`src/rtl/smcl_pkg.sv`:
```
// shared types and constants for the slice minimum centroid locator
// no dependencies; compiled first
`timescale 1ns / 1ps
`default_nettype none

package smcl_pkg;

  // index ranges that count as inside the volume
  localparam int MAX_COLS   = 512;
  localparam int MAX_ROWS   = 512;
  localparam int MAX_SLICES = 1024;

  // field widths
  localparam int VAL_W      = 32;
  localparam int COL_W      = 9;
  localparam int ROW_W      = 9;
  localparam int SLC_W      = 10;
  localparam int NUM_W      = 10;
  localparam int POS_W      = 32;
  localparam int SUM_W      = 28;
  localparam int CNT_W      = 19;
  localparam int CFG_IDX_W  = 3;
  localparam int CFG_DATA_W = 32;

  // saturation limits of the running sums and tie count
  localparam logic [SUM_W-1:0] SUM_MAX = '1;
  localparam logic [CNT_W-1:0] CNT_MAX = '1;

  // point queue between front and back
  localparam int QUEUE_DEPTH = 4;
  localparam int QPTR_W      = $clog2(QUEUE_DEPTH);

  // configuration register indexes
  typedef enum logic [CFG_IDX_W-1:0] {
    REG_START_CEILING = 3'd0,
    REG_SPACING_COL   = 3'd1,
    REG_SPACING_ROW   = 3'd2,
    REG_SPACING_SLICE = 3'd3,
    REG_ORIGIN_COL    = 3'd4,
    REG_ORIGIN_ROW    = 3'd5,
    REG_ORIGIN_SLICE  = 3'd6
  } cfg_reg_t;

  // configuration register set
  typedef struct packed {
    logic signed [VAL_W-1:0] start_ceiling;
    logic [VAL_W-1:0]        spacing_col;
    logic [VAL_W-1:0]        spacing_row;
    logic [VAL_W-1:0]        spacing_slice;
    logic signed [VAL_W-1:0] origin_col;
    logic signed [VAL_W-1:0] origin_row;
    logic signed [VAL_W-1:0] origin_slice;
  } cfg_t;

  // one finished slice waiting for division and scaling
  typedef struct packed {
    logic [NUM_W-1:0] point_number;
    logic [SUM_W-1:0] sum_col;
    logic [SUM_W-1:0] sum_row;
    logic [CNT_W-1:0] tie_count;
    logic [SLC_W-1:0] slice;
  } job_t;

endpackage

`default_nettype wire

```
`src/rtl/smcl_if.sv`:
```
// valid/ready channel interfaces for voxels in and points out
// uses smcl_pkg for field widths
`timescale 1ns / 1ps
`default_nettype none

interface smcl_vox_if;
  logic                                valid;
  logic                                ready;
  logic signed [smcl_pkg::VAL_W-1:0]   level_value;
  logic [smcl_pkg::COL_W-1:0]          col;
  logic [smcl_pkg::ROW_W-1:0]          row;
  logic [smcl_pkg::SLC_W-1:0]          slice;
  logic                                last_in_slice;

  modport source (output valid, level_value, col, row, slice, last_in_slice, input ready);
  modport sink   (input valid, level_value, col, row, slice, last_in_slice, output ready);
endinterface

interface smcl_pt_if;
  logic                                valid;
  logic                                ready;
  logic [smcl_pkg::NUM_W-1:0]          point_number;
  logic signed [smcl_pkg::POS_W-1:0]   pos_col;
  logic signed [smcl_pkg::POS_W-1:0]   pos_row;
  logic signed [smcl_pkg::POS_W-1:0]   pos_slice;

  modport source (output valid, point_number, pos_col, pos_row, pos_slice, input ready);
  modport sink   (input valid, point_number, pos_col, pos_row, pos_slice, output ready);
endinterface

`default_nettype wire

```
`src/rtl/smcl_front.sv`:
```
// front end: takes voxels, tracks the per-slice minimum and its index sums
// depends on smcl_pkg and smcl_if; pushes finished slices as jobs
`timescale 1ns / 1ps
`default_nettype none

module smcl_front (
  input  wire logic           clk,
  input  wire logic           rst_n,
  input  wire smcl_pkg::cfg_t cfg,
  smcl_vox_if.sink            in_vox,
  input  wire logic           q_full,
  output smcl_pkg::job_t      push_job,
  output logic                push
);
  import smcl_pkg::*;

  logic signed [VAL_W-1:0] slice_min_r, slice_min_nxt;
  logic                    min_found_r, min_found_nxt;
  logic [SUM_W-1:0]        sum_col_r, sum_col_nxt;
  logic [SUM_W-1:0]        sum_row_r, sum_row_nxt;
  logic [CNT_W-1:0]        tie_count_r, tie_count_nxt;
  logic [NUM_W-1:0]        points_r, points_nxt;

  logic                    xfer;
  logic                    in_range;
  logic signed [VAL_W-1:0] bound;
  logic                    qualifies;
  logic                    new_min;
  logic                    add_tie;
  logic [SUM_W:0]          col_add;
  logic [SUM_W:0]          row_add;
  logic                    emit;

  assign in_vox.ready = !q_full;
  assign xfer         = in_vox.valid && in_vox.ready;

  // qualification against ceiling or current minimum
  always_comb begin
    in_range  = (int'(in_vox.col) < MAX_COLS) && (int'(in_vox.row) < MAX_ROWS) &&
                (int'(in_vox.slice) < MAX_SLICES);
    bound     = min_found_r ? slice_min_r : cfg.start_ceiling;
    qualifies = in_range && (in_vox.level_value <= bound);
    new_min   = qualifies && (!min_found_r || (in_vox.level_value < slice_min_r));
    add_tie   = qualifies && !new_min && (tie_count_r < CNT_MAX);
    col_add   = {1'b0, sum_col_r} + (SUM_W+1)'(in_vox.col);
    row_add   = {1'b0, sum_row_r} + (SUM_W+1)'(in_vox.row);
  end

  // slice state update
  always_comb begin
    slice_min_nxt = slice_min_r;
    min_found_nxt = min_found_r;
    sum_col_nxt   = sum_col_r;
    sum_row_nxt   = sum_row_r;
    tie_count_nxt = tie_count_r;
    points_nxt    = points_r;
    emit          = 1'b0;
    if (xfer) begin
      priority if (new_min) begin
        slice_min_nxt = in_vox.level_value;
        min_found_nxt = 1'b1;
        sum_col_nxt   = SUM_W'(in_vox.col);
        sum_row_nxt   = SUM_W'(in_vox.row);
        tie_count_nxt = CNT_W'(1);
      end else if (add_tie) begin
        sum_col_nxt   = (col_add > {1'b0, SUM_MAX}) ? SUM_MAX : col_add[SUM_W-1:0];
        sum_row_nxt   = (row_add > {1'b0, SUM_MAX}) ? SUM_MAX : row_add[SUM_W-1:0];
        tie_count_nxt = tie_count_r + CNT_W'(1);
      end else begin
        tie_count_nxt = tie_count_r;
      end
      if (in_vox.last_in_slice) begin
        emit = min_found_nxt && (slice_min_nxt <= 0) && (tie_count_nxt != '0);
        if (emit) begin
          points_nxt = points_r + NUM_W'(1);
        end
      end
    end
  end

  // job handed to the queue at slice end
  always_comb begin
    push                  = emit;
    push_job.point_number = points_r;
    push_job.sum_col      = sum_col_nxt;
    push_job.sum_row      = sum_row_nxt;
    push_job.tie_count    = tie_count_nxt;
    push_job.slice        = in_vox.slice;
  end

  // control state; slice end clears the minimum tracking
  always_ff @(posedge clk) begin
    if (!rst_n) begin
      min_found_r <= 1'b0;
      tie_count_r <= '0;
      sum_col_r   <= '0;
      sum_row_r   <= '0;
      points_r    <= '0;
    end else if (xfer && in_vox.last_in_slice) begin
      min_found_r <= 1'b0;
      tie_count_r <= '0;
      sum_col_r   <= '0;
      sum_row_r   <= '0;
      points_r    <= points_nxt;
    end else begin
      min_found_r <= min_found_nxt;
      tie_count_r <= tie_count_nxt;
      sum_col_r   <= sum_col_nxt;
      sum_row_r   <= sum_row_nxt;
      points_r    <= points_nxt;
    end
  end

  // minimum value is only read while a minimum is marked found
  always_ff @(posedge clk) begin
    slice_min_r <= slice_min_nxt;
  end

endmodule

`default_nettype wire

```
`src/rtl/smcl_queue.sv`:
```
// short job queue that decouples the front end from the back end
// depends on smcl_pkg
`timescale 1ns / 1ps
`default_nettype none

module smcl_queue (
  input  wire logic           clk,
  input  wire logic           rst_n,
  input  wire logic           push,
  input  wire smcl_pkg::job_t push_job,
  input  wire logic           pop,
  output smcl_pkg::job_t      head_job,
  output logic                not_empty,
  output logic                full
);
  import smcl_pkg::*;

  job_t              slot_r [QUEUE_DEPTH];
  logic [QPTR_W-1:0] wr_ptr_r;
  logic [QPTR_W-1:0] rd_ptr_r;
  logic [QPTR_W:0]   fill_r;
  logic              do_push;
  logic              do_pop;

  assign full      = (fill_r == (QPTR_W+1)'(QUEUE_DEPTH));
  assign not_empty = (fill_r != '0);
  assign do_push   = push && !full;
  assign do_pop    = pop && not_empty;
  assign head_job  = slot_r[rd_ptr_r];

  // pointers and fill level
  always_ff @(posedge clk) begin
    if (!rst_n) begin
      wr_ptr_r <= '0;
      rd_ptr_r <= '0;
      fill_r   <= '0;
    end else begin
      if (do_push) begin
        wr_ptr_r <= wr_ptr_r + QPTR_W'(1);
      end
      if (do_pop) begin
        rd_ptr_r <= rd_ptr_r + QPTR_W'(1);
      end
      unique case ({do_push, do_pop})
        2'b10:   fill_r <= fill_r + (QPTR_W+1)'(1);
        2'b01:   fill_r <= fill_r - (QPTR_W+1)'(1);
        default: fill_r <= fill_r;
      endcase
    end
  end

  // storage
  always_ff @(posedge clk) begin
    if (do_push) begin
      slot_r[wr_ptr_r] <= push_job;
    end
  end

endmodule

`default_nettype wire

```
`src/rtl/smcl_back.sv`:
```
// back end: divides the index sums, scales by spacing, adds origin, saturates
// depends on smcl_pkg and smcl_if; drives the point output register
`timescale 1ns / 1ps
`default_nettype none

module smcl_back (
  input  wire logic           clk,
  input  wire logic           rst_n,
  input  wire smcl_pkg::cfg_t cfg,
  input  wire smcl_pkg::job_t head_job,
  input  wire logic           job_valid,
  output logic                pop,
  smcl_pt_if.source           out_pt
);
  import smcl_pkg::*;

  localparam int              PROD_W   = SUM_W + VAL_W;
  localparam int              ACC_W    = PROD_W + 2;
  localparam logic [4:0]      DIV_LAST = 5'(SUM_W - 1);

  typedef enum logic [2:0] {S_IDLE, S_DIV, S_MUL, S_ADD, S_OUT} state_t;
  typedef enum logic [1:0] {AX_COL, AX_ROW, AX_SLC} axis_t;

  state_t                  state_r;
  axis_t                   axis_r;
  logic [4:0]              div_cnt_r;
  logic [SUM_W-1:0]        dq_col_r;
  logic [SUM_W-1:0]        dq_row_r;
  logic [CNT_W-1:0]        rem_col_r;
  logic [CNT_W-1:0]        rem_row_r;
  logic [CNT_W-1:0]        divisor_r;
  logic [SLC_W-1:0]        slice_r;
  logic [PROD_W-1:0]       prod_r;
  logic                    valid_r;
  logic [NUM_W-1:0]        num_r;
  logic signed [POS_W-1:0] pos_col_r;
  logic signed [POS_W-1:0] pos_row_r;
  logic signed [POS_W-1:0] pos_slice_r;

  logic [CNT_W:0]          rsh_col;
  logic [CNT_W:0]          rsh_row;
  logic                    ge_col;
  logic                    ge_row;
  logic [SUM_W-1:0]        mul_idx;
  logic [VAL_W-1:0]        mul_sp;
  logic signed [VAL_W-1:0] add_org;
  logic signed [ACC_W-1:0] acc;
  logic signed [POS_W-1:0] sat;

  assign pop = (state_r == S_IDLE) && job_valid;

  // one restoring division step for both axes
  always_comb begin
    rsh_col = {rem_col_r, dq_col_r[SUM_W-1]};
    rsh_row = {rem_row_r, dq_row_r[SUM_W-1]};
    ge_col  = rsh_col >= {1'b0, divisor_r};
    ge_row  = rsh_row >= {1'b0, divisor_r};
  end

  // operand selection for the shared multiplier
  always_comb begin
    unique case (axis_r)
      AX_COL: begin
        mul_idx = dq_col_r;
        mul_sp  = cfg.spacing_col;
        add_org = cfg.origin_col;
      end
      AX_ROW: begin
        mul_idx = dq_row_r;
        mul_sp  = cfg.spacing_row;
        add_org = cfg.origin_row;
      end
      default: begin
        mul_idx = SUM_W'(slice_r);
        mul_sp  = cfg.spacing_slice;
        add_org = cfg.origin_slice;
      end
    endcase
  end

  // offset and saturate to signed 32 bits
  always_comb begin
    acc = $signed({2'b00, prod_r}) + ACC_W'(add_org);
    if (acc[ACC_W-1:POS_W-1] == '0 || acc[ACC_W-1:POS_W-1] == '1) begin
      sat = acc[POS_W-1:0];
    end else if (acc[ACC_W-1]) begin
      sat = {1'b1, {(POS_W-1){1'b0}}};
    end else begin
      sat = {1'b0, {(POS_W-1){1'b1}}};
    end
  end

  // sequencer, datapath and output register
  always_ff @(posedge clk) begin
    if (!rst_n) begin
      state_r   <= S_IDLE;
      valid_r   <= 1'b0;
      axis_r    <= AX_COL;
      div_cnt_r <= '0;
    end else begin
      unique case (state_r)
        S_IDLE: begin
          if (job_valid) begin
            dq_col_r  <= head_job.sum_col;
            dq_row_r  <= head_job.sum_row;
            rem_col_r <= '0;
            rem_row_r <= '0;
            divisor_r <= head_job.tie_count;
            slice_r   <= head_job.slice;
            num_r     <= head_job.point_number;
            div_cnt_r <= '0;
            axis_r    <= AX_COL;
            state_r   <= S_DIV;
          end
        end
        S_DIV: begin
          rem_col_r <= ge_col ? CNT_W'(rsh_col - {1'b0, divisor_r}) : rsh_col[CNT_W-1:0];
          rem_row_r <= ge_row ? CNT_W'(rsh_row - {1'b0, divisor_r}) : rsh_row[CNT_W-1:0];
          dq_col_r  <= {dq_col_r[SUM_W-2:0], ge_col};
          dq_row_r  <= {dq_row_r[SUM_W-2:0], ge_row};
          div_cnt_r <= div_cnt_r + 5'd1;
          if (div_cnt_r == DIV_LAST) begin
            state_r <= S_MUL;
          end
        end
        S_MUL: begin
          prod_r  <= PROD_W'(mul_idx) * PROD_W'(mul_sp);
          state_r <= S_ADD;
        end
        S_ADD: begin
          unique case (axis_r)
            AX_COL: begin
              pos_col_r <= sat;
              axis_r    <= AX_ROW;
              state_r   <= S_MUL;
            end
            AX_ROW: begin
              pos_row_r <= sat;
              axis_r    <= AX_SLC;
              state_r   <= S_MUL;
            end
            default: begin
              pos_slice_r <= sat;
              valid_r     <= 1'b1;
              state_r     <= S_OUT;
            end
          endcase
        end
        S_OUT: begin
          if (out_pt.ready) begin
            valid_r <= 1'b0;
            state_r <= S_IDLE;
          end
        end
        default: begin
          state_r <= S_IDLE;
        end
      endcase
    end
  end

  assign out_pt.valid        = valid_r;
  assign out_pt.point_number = num_r;
  assign out_pt.pos_col      = pos_col_r;
  assign out_pt.pos_row      = pos_row_r;
  assign out_pt.pos_slice    = pos_slice_r;

endmodule

`default_nettype wire

```
`src/rtl/slice_minimum_centroid_locator_unit.sv`:
```
// Slice minimum centroid locator. Voxels arrive on in_vox in raster order, one
// slice after another; the front end takes one voxel per clock and tracks the
// per-slice minimum (not above start_ceiling) with the column and row sums and
// count of the voxels that tie it. At the voxel marked last_in_slice a slice
// whose minimum is at or below zero becomes a point job in a four-deep queue.
// The back end handles one point at a time: a bit-serial divider that forms
// both mean indices at once, then three passes of one 28x32 multiplier plus
// an offset-and-saturate step, then the point waits in the output register
// until out_pt takes it. Input is stalled only when four points are queued.
// Configuration is written through cfg_we/cfg_index/cfg_data; the user must
// write it only while the block is idle, and the block itself does not
// enforce this. Indexes beyond the register list are ignored.
// depends on smcl_pkg, smcl_if, smcl_front, smcl_queue, smcl_back
`timescale 1ns / 1ps
`default_nettype none

module slice_minimum_centroid_locator_unit (
  input  wire logic                              clk,
  input  wire logic                              rst_n,
  smcl_vox_if.sink                               in_vox,
  smcl_pt_if.source                              out_pt,
  input  wire logic                              cfg_we,
  input  wire logic [smcl_pkg::CFG_IDX_W-1:0]    cfg_index,
  input  wire logic [smcl_pkg::CFG_DATA_W-1:0]   cfg_data
);
  import smcl_pkg::*;

  cfg_t cfg_r;
  job_t push_job;
  job_t head_job;
  logic push;
  logic pop;
  logic q_full;
  logic q_not_empty;

  // configuration registers
  always_ff @(posedge clk) begin
    if (!rst_n) begin
      cfg_r.start_ceiling <= '0;
      cfg_r.spacing_col   <= VAL_W'(65536);
      cfg_r.spacing_row   <= VAL_W'(65536);
      cfg_r.spacing_slice <= VAL_W'(65536);
      cfg_r.origin_col    <= '0;
      cfg_r.origin_row    <= '0;
      cfg_r.origin_slice  <= '0;
    end else if (cfg_we) begin
      unique case (cfg_index)
        REG_START_CEILING: cfg_r.start_ceiling <= cfg_data;
        REG_SPACING_COL:   cfg_r.spacing_col   <= cfg_data;
        REG_SPACING_ROW:   cfg_r.spacing_row   <= cfg_data;
        REG_SPACING_SLICE: cfg_r.spacing_slice <= cfg_data;
        REG_ORIGIN_COL:    cfg_r.origin_col    <= cfg_data;
        REG_ORIGIN_ROW:    cfg_r.origin_row    <= cfg_data;
        REG_ORIGIN_SLICE:  cfg_r.origin_slice  <= cfg_data;
        default:           cfg_r               <= cfg_r;
      endcase
    end
  end

  // voxel intake and minimum tracking
  smcl_front u_front (
    .clk      (clk),
    .rst_n    (rst_n),
    .cfg      (cfg_r),
    .in_vox   (in_vox),
    .q_full   (q_full),
    .push_job (push_job),
    .push     (push)
  );

  // point job queue
  smcl_queue u_queue (
    .clk       (clk),
    .rst_n     (rst_n),
    .push      (push),
    .push_job  (push_job),
    .pop       (pop),
    .head_job  (head_job),
    .not_empty (q_not_empty),
    .full      (q_full)
  );

  // mean, scaling and output
  smcl_back u_back (
    .clk       (clk),
    .rst_n     (rst_n),
    .cfg       (cfg_r),
    .head_job  (head_job),
    .job_valid (q_not_empty),
    .pop       (pop),
    .out_pt    (out_pt)
  );

endmodule

`default_nettype wire

```
`src/flat_wrapper.sv`:
```
// flat-port wrapper written by rule: the top's interface ports become plain ports
module slice_minimum_centroid_locator_unit_flat import smcl_pkg::*;
  (clk, rst_n, cfg_we, cfg_index, cfg_data, in_vox_valid, in_vox_level_value, in_vox_col, in_vox_row, in_vox_slice, in_vox_last_in_slice, in_vox_ready, out_pt_valid, out_pt_point_number, out_pt_pos_col, out_pt_pos_row, out_pt_pos_slice, out_pt_ready);
  smcl_vox_if in_vox_i ();
  smcl_pt_if out_pt_i ();
  input  wire logic clk;
  input  wire logic rst_n;
  input  wire logic cfg_we;
  input  wire logic [smcl_pkg::CFG_IDX_W-1:0] cfg_index;
  input  wire logic [smcl_pkg::CFG_DATA_W-1:0] cfg_data;
  input wire logic [$bits(in_vox_i.valid)-1:0] in_vox_valid;
  input wire logic [$bits(in_vox_i.level_value)-1:0] in_vox_level_value;
  input wire logic [$bits(in_vox_i.col)-1:0] in_vox_col;
  input wire logic [$bits(in_vox_i.row)-1:0] in_vox_row;
  input wire logic [$bits(in_vox_i.slice)-1:0] in_vox_slice;
  input wire logic [$bits(in_vox_i.last_in_slice)-1:0] in_vox_last_in_slice;
  output wire logic [$bits(in_vox_i.ready)-1:0] in_vox_ready;
  output wire logic [$bits(out_pt_i.valid)-1:0] out_pt_valid;
  output wire logic [$bits(out_pt_i.point_number)-1:0] out_pt_point_number;
  output wire logic [$bits(out_pt_i.pos_col)-1:0] out_pt_pos_col;
  output wire logic [$bits(out_pt_i.pos_row)-1:0] out_pt_pos_row;
  output wire logic [$bits(out_pt_i.pos_slice)-1:0] out_pt_pos_slice;
  input wire logic [$bits(out_pt_i.ready)-1:0] out_pt_ready;
  assign in_vox_i.valid = in_vox_valid;
  assign in_vox_i.level_value = in_vox_level_value;
  assign in_vox_i.col = in_vox_col;
  assign in_vox_i.row = in_vox_row;
  assign in_vox_i.slice = in_vox_slice;
  assign in_vox_i.last_in_slice = in_vox_last_in_slice;
  assign in_vox_ready = in_vox_i.ready;
  assign out_pt_valid = out_pt_i.valid;
  assign out_pt_point_number = out_pt_i.point_number;
  assign out_pt_pos_col = out_pt_i.pos_col;
  assign out_pt_pos_row = out_pt_i.pos_row;
  assign out_pt_pos_slice = out_pt_i.pos_slice;
  assign out_pt_i.ready = out_pt_ready;
  slice_minimum_centroid_locator_unit u_core (.clk(clk), .rst_n(rst_n), .in_vox(in_vox_i), .out_pt(out_pt_i), .cfg_we(cfg_we), .cfg_index(cfg_index), .cfg_data(cfg_data));
endmodule
```
`config.mk`:
```
export PLATFORM = sky130hd
export DESIGN_NAME = slice_minimum_centroid_locator_unit_flat
export DESIGN_NICKNAME = d
export VERILOG_FILES = /design/src/rtl/smcl_pkg.sv /design/src/rtl/smcl_if.sv /design/src/rtl/smcl_front.sv /design/src/rtl/smcl_queue.sv /design/src/rtl/smcl_back.sv /design/src/rtl/slice_minimum_centroid_locator_unit.sv /design/src/flat_wrapper.sv
export SDC_FILE = /design/constraint.sdc
export NUM_CORES = 2
export LEC_CHECK = 0
export ABC_AREA = 1
export BUFFER_PORTS_ARGS = -buffer_cell sky130_fd_sc_hd__buf_2
export CORE_ASPECT_RATIO = 0.9
export CORE_MARGIN = 1.5
export CORE_UTILIZATION = 50
export DETAILED_ROUTE_END_ITERATION = 10
export HOLD_SLACK_MARGIN = 0.06
export PLACE_DENSITY = 0.65
export REMOVE_ABC_BUFFERS = 1
export SYNTH_ARGS = -nofsm -noshare
export SYNTH_HDL_FRONTEND = slang
export SYNTH_SLANG_ARGS = --single-unit
```
`constraint.sdc`:
```
create_clock -name clk -period 9.4 [get_ports clk]
set_input_delay 1.88 -clock clk [delete_from_list [all_inputs] [get_ports clk]]
set_output_delay 1.88 -clock clk [all_outputs]
set_load 0.005 [all_outputs]
```
==> impl_results.md <==
- CP Data Required Time: between 9000 and 10000 ps
- Router iterations before antenna repair: 6
- Crit Path Category: register to register
- Cts hold-fix bufs: 0
- Setup TNS: 0 ps
- Hpwl dp: approximately 180 mm
- Post-synthesis register bit count: ~1000
- Post-Syn Area: approximately 78000 um2
- Worst reg2reg path startpoint: u_core.u_back.axis_r[1]$_SDFFE_PN0P_
- Post-CTS Setup Inserts: 0
- Clock transition at path regs: roughly 60 ps
- Seq pwr share: between 20% and 30%
- Met2 Use GR: 45.8%
- Synth Instances: around 8900
- Initial Util: around 51%
- Largest net degree at the start of global routing: 91
- Max cap viols: 0
- EDFF count, synth: 701
- Gr busiest metal: met2
- Clk buf depth: 3
- Routed len/inst: approximately 21 um
- Met1 Use GR: between 40% and 50%
- Number of buffers created by CTS: around 110
- Area leader, netlist: edfxtp_1
- Row count: about 140
- I/O Buffers: between 200 and 250
- Dpl ws: 514 ps
- Final wirelength: 233 mm
- Final hold violations: 0
- Post-route ant nets: 0
- Synth Area per Inst: between 8 and 9 um2
- Layout cell share with drive strength beyond 1: 6.97%
- Final Cycle Share: roughly 95%
- Syn-to-layout area delta: 9.73%
- Top post-synthesis cells by area: edfxtp_1, fa_1, dfxtp_1
- Worst slew margin: between 10% and 20%
- Part of the power in the clock network: 17.9%
- Async set-reset flop share out of synthesis: 0%
- Vias in the first global route: about 60000
- CTS tree: built
- Internal Power: roughly 13 mW
- Worst slew pin tran: 1240 ps
- Sw power: 11.5 mW
- CP Max Fanout: 36
- CTS H-tree depth: 3
- Fmax: between 100 and 150 MHz
- Hold Crit Class: register to register
- Most used cell, CP: fa_1
- Worst hold path startpoint: u_core.cfg_r[97]$_SDFFE_PN0P_
- Unrepaired setup endpoints after global routing: false
- GR Util All Layers: 29.8%
- Top-area cell type share of the netlist area: a little over a quarter
- Synth top cells by count: nor2_1, inv_1, nand2_1
- Power Total: 24.6 mW
- Final Worst Setup Slack: approximately 500 ps
- FILL cells: between 10000 and 15000
- Residual DRC: 0
- Clk_skew: slightly below 90 ps
- Number of I/O pins: 209
- Max stage delay on crit path: about 730 ps
- Fin Hold WS: about 450 ps
- Yosys warns: 0
- Grt total ovfl: 0
- RD Place Congestion: between 1 and 1.5
- Met3 Use GR: about 7%
- Most frequent cell after synthesis: nor2_1
- VDD IR max: 346 uV
- First-pass GRT wire length: 361 mm
- Part of the power in combinational logic: 57.3%
- Kind of start point of the critical path: register
- Synth Flop Type: edfxtp_1
- Clock root buffer: clkbuf_16
- Status: finished clean
- Avg Vias per Cell: 5.54
- Sink Count: 1031
- Final min period: slightly below 9000 ps
- Clk_lat worst skew: approximately 760 ps
- Switching share of power: around 47%
- Worst Path Arrival: about 9400 ps
- Final Max Slew Viols: 0
- Final setup viols: 0
- Pwr dens: just under 300 nW/um2
- Leak pwr: about 38 nW
- Fin util: 55.5%
- Via count: approximately 62000
- Number of nets in the layout: a little over 10000
- DIE AREA: around 160000 um2
- Element type at the critical path end: register
- Crit. Startpoint: u_core.u_back.axis_r[1]$_SDFFE_PN0P_
- Seq/Total Area, Yosys: 35.6%
- CP max stage cell: inv_1
- Distinct cells, synth: 58
- Die W: about 420 um
- Core Region: ~150000 um2
- CTS resizes: 0
- Initial antenna violation count: 7
- Die H: roughly 380 um
- DR iter-0 viols: slightly above 6000
layout make-up:
| class | count | area, um2 | area share [%] |
|---|---|---|---|
| Sequential cell | 1031 | 27700 | 32.5 |
| Timing Repair Buffer | 395 | 2610 | 3.07 |
| Clock buffer | 136 | 2920 | 3.43 |
| Clock inverter | 63 | 766 | 0.899 |
| Tap cell | 2070 | 2590 | 3.04 |
| Multi-Input combinational cell | 6027 | 43300 | 50.8 |
| Antenna cell | 2 | 5.00 | 0.00588 |
| Inverter | 1418 | 5330 | 6.26 |
cells in the final DEF (no fill, tap or decap), types with 55 or more instances in the layout:
cell type and n:
clkbuf_16 108, nand4_1 55, xnor2_1 64, a21oi_1 425
o21ai_0 659, xor2_1 134, nand3_1 177, edfxtp_1 701
buf_2 207, inv_1 1393, ha_1 402, dfxtp_1 327
o22ai_1 129, nor2_1 1436, nand2_1 1364, buf_4 174
fa_1 784
registers in the layout, indices dropped and copies added, names as in the netlist, 3 cells and up, named ones only:
name	count
u_core.cfg_r	224
u_core.u_back.div_cnt_r	5
u_core.u_back.divisor_r	19
u_core.u_back.dq_col_r	28
u_core.u_back.dq_row_r	28
u_core.u_back.out_pt.point_number	10
u_core.u_back.out_pt.pos_col	32
u_core.u_back.out_pt.pos_row	32
u_core.u_back.out_pt.pos_slice	32
u_core.u_back.prod_r	60
u_core.u_back.rem_col_r	19
u_core.u_back.rem_row_r	19
u_core.u_back.slice_r	10
u_core.u_back.state_r	3
u_core.u_front.points_r	10
u_core.u_front.slice_min_r	32
u_core.u_front.sum_col_r	28
u_core.u_front.sum_row_r	28
u_core.u_front.tie_count_r	19
u_core.u_queue.fill_r	3
u_core.u_queue.slot_r	380
cell families (layout without fill, tap and decap cells):
family / count (synthesis) / in the layout / synth area share, %
AND/OR/NAND/NOR: 3177 / 3177 / 16.3
buffers and inverters: 1792 / 2012 / 8.83
AO/OA/AOI/OAI: 1466 / 1466 / 10.3
flip-flops: 1031 / 1031 / 35.6
XOR/XNOR: 198 / 198 / 2.24
other: 0 / 2 / 0
adder cells (fa/ha/maj): 1186 / 1186 / 26.7
power by group through the flow:
| stage | logic (mW) | clock network [mW] | registers [mW] |
|---|---|---|---|
| final | 14.1 | 4.42 | 6.09 |
| after global routing | 15.9 | 4.66 | 6.13 |
| after CTS | 14.0 | 4.48 | 6.09 |
| after detailed placement | 13.9 | 0 | 6.18 |
| after global placement | 13.7 | 0 | 6.17 |
| after floorplan | 9.66 | 0 | 6.20 |
metal layers:
metal / up-vias / part of all wire (%)
met5: - / 0.015
met4: 4 / 4.1
met3: 456 / 10
met2: 2698 / 44
met1: 30000 / 42
li1: 28600 / -
through the flow:
step | instances | cell area [um2]
after global placement | 10900 | 81400
after floorplan | 8476 | 76100
after detailed placement | 10900 | 81400
after global routing | 11100 | 85100
final | 11100 | 85100
after CTS | 11100 | 85100
worst paths after layout:
path                                             end  slack [ps]  cells after the start
setup / recovery  u_core.u_back.prod_r[55]$_DFFE_PP_         500                     31
hold / removal         u_core.cfg_r[97]$_SDFFE_PN0P_         450                      2
setup reg to reg  u_core.u_back.prod_r[55]$_DFFE_PP_         500                     31
hold reg to reg        u_core.cfg_r[97]$_SDFFE_PN0P_         450                      2
worst max-delay path, delay by kind of cell, from the launching register on:
family | cells | cell delay, ps
compound gates | 10 | 2540
buf+inv | 8 | 1530
simple gates | 4 | 580
flops | 1 | 350
fa+ha+maj | 8 | 3460
xor+xnor | 1 | 100
Power figures use the tool's default switching activity.
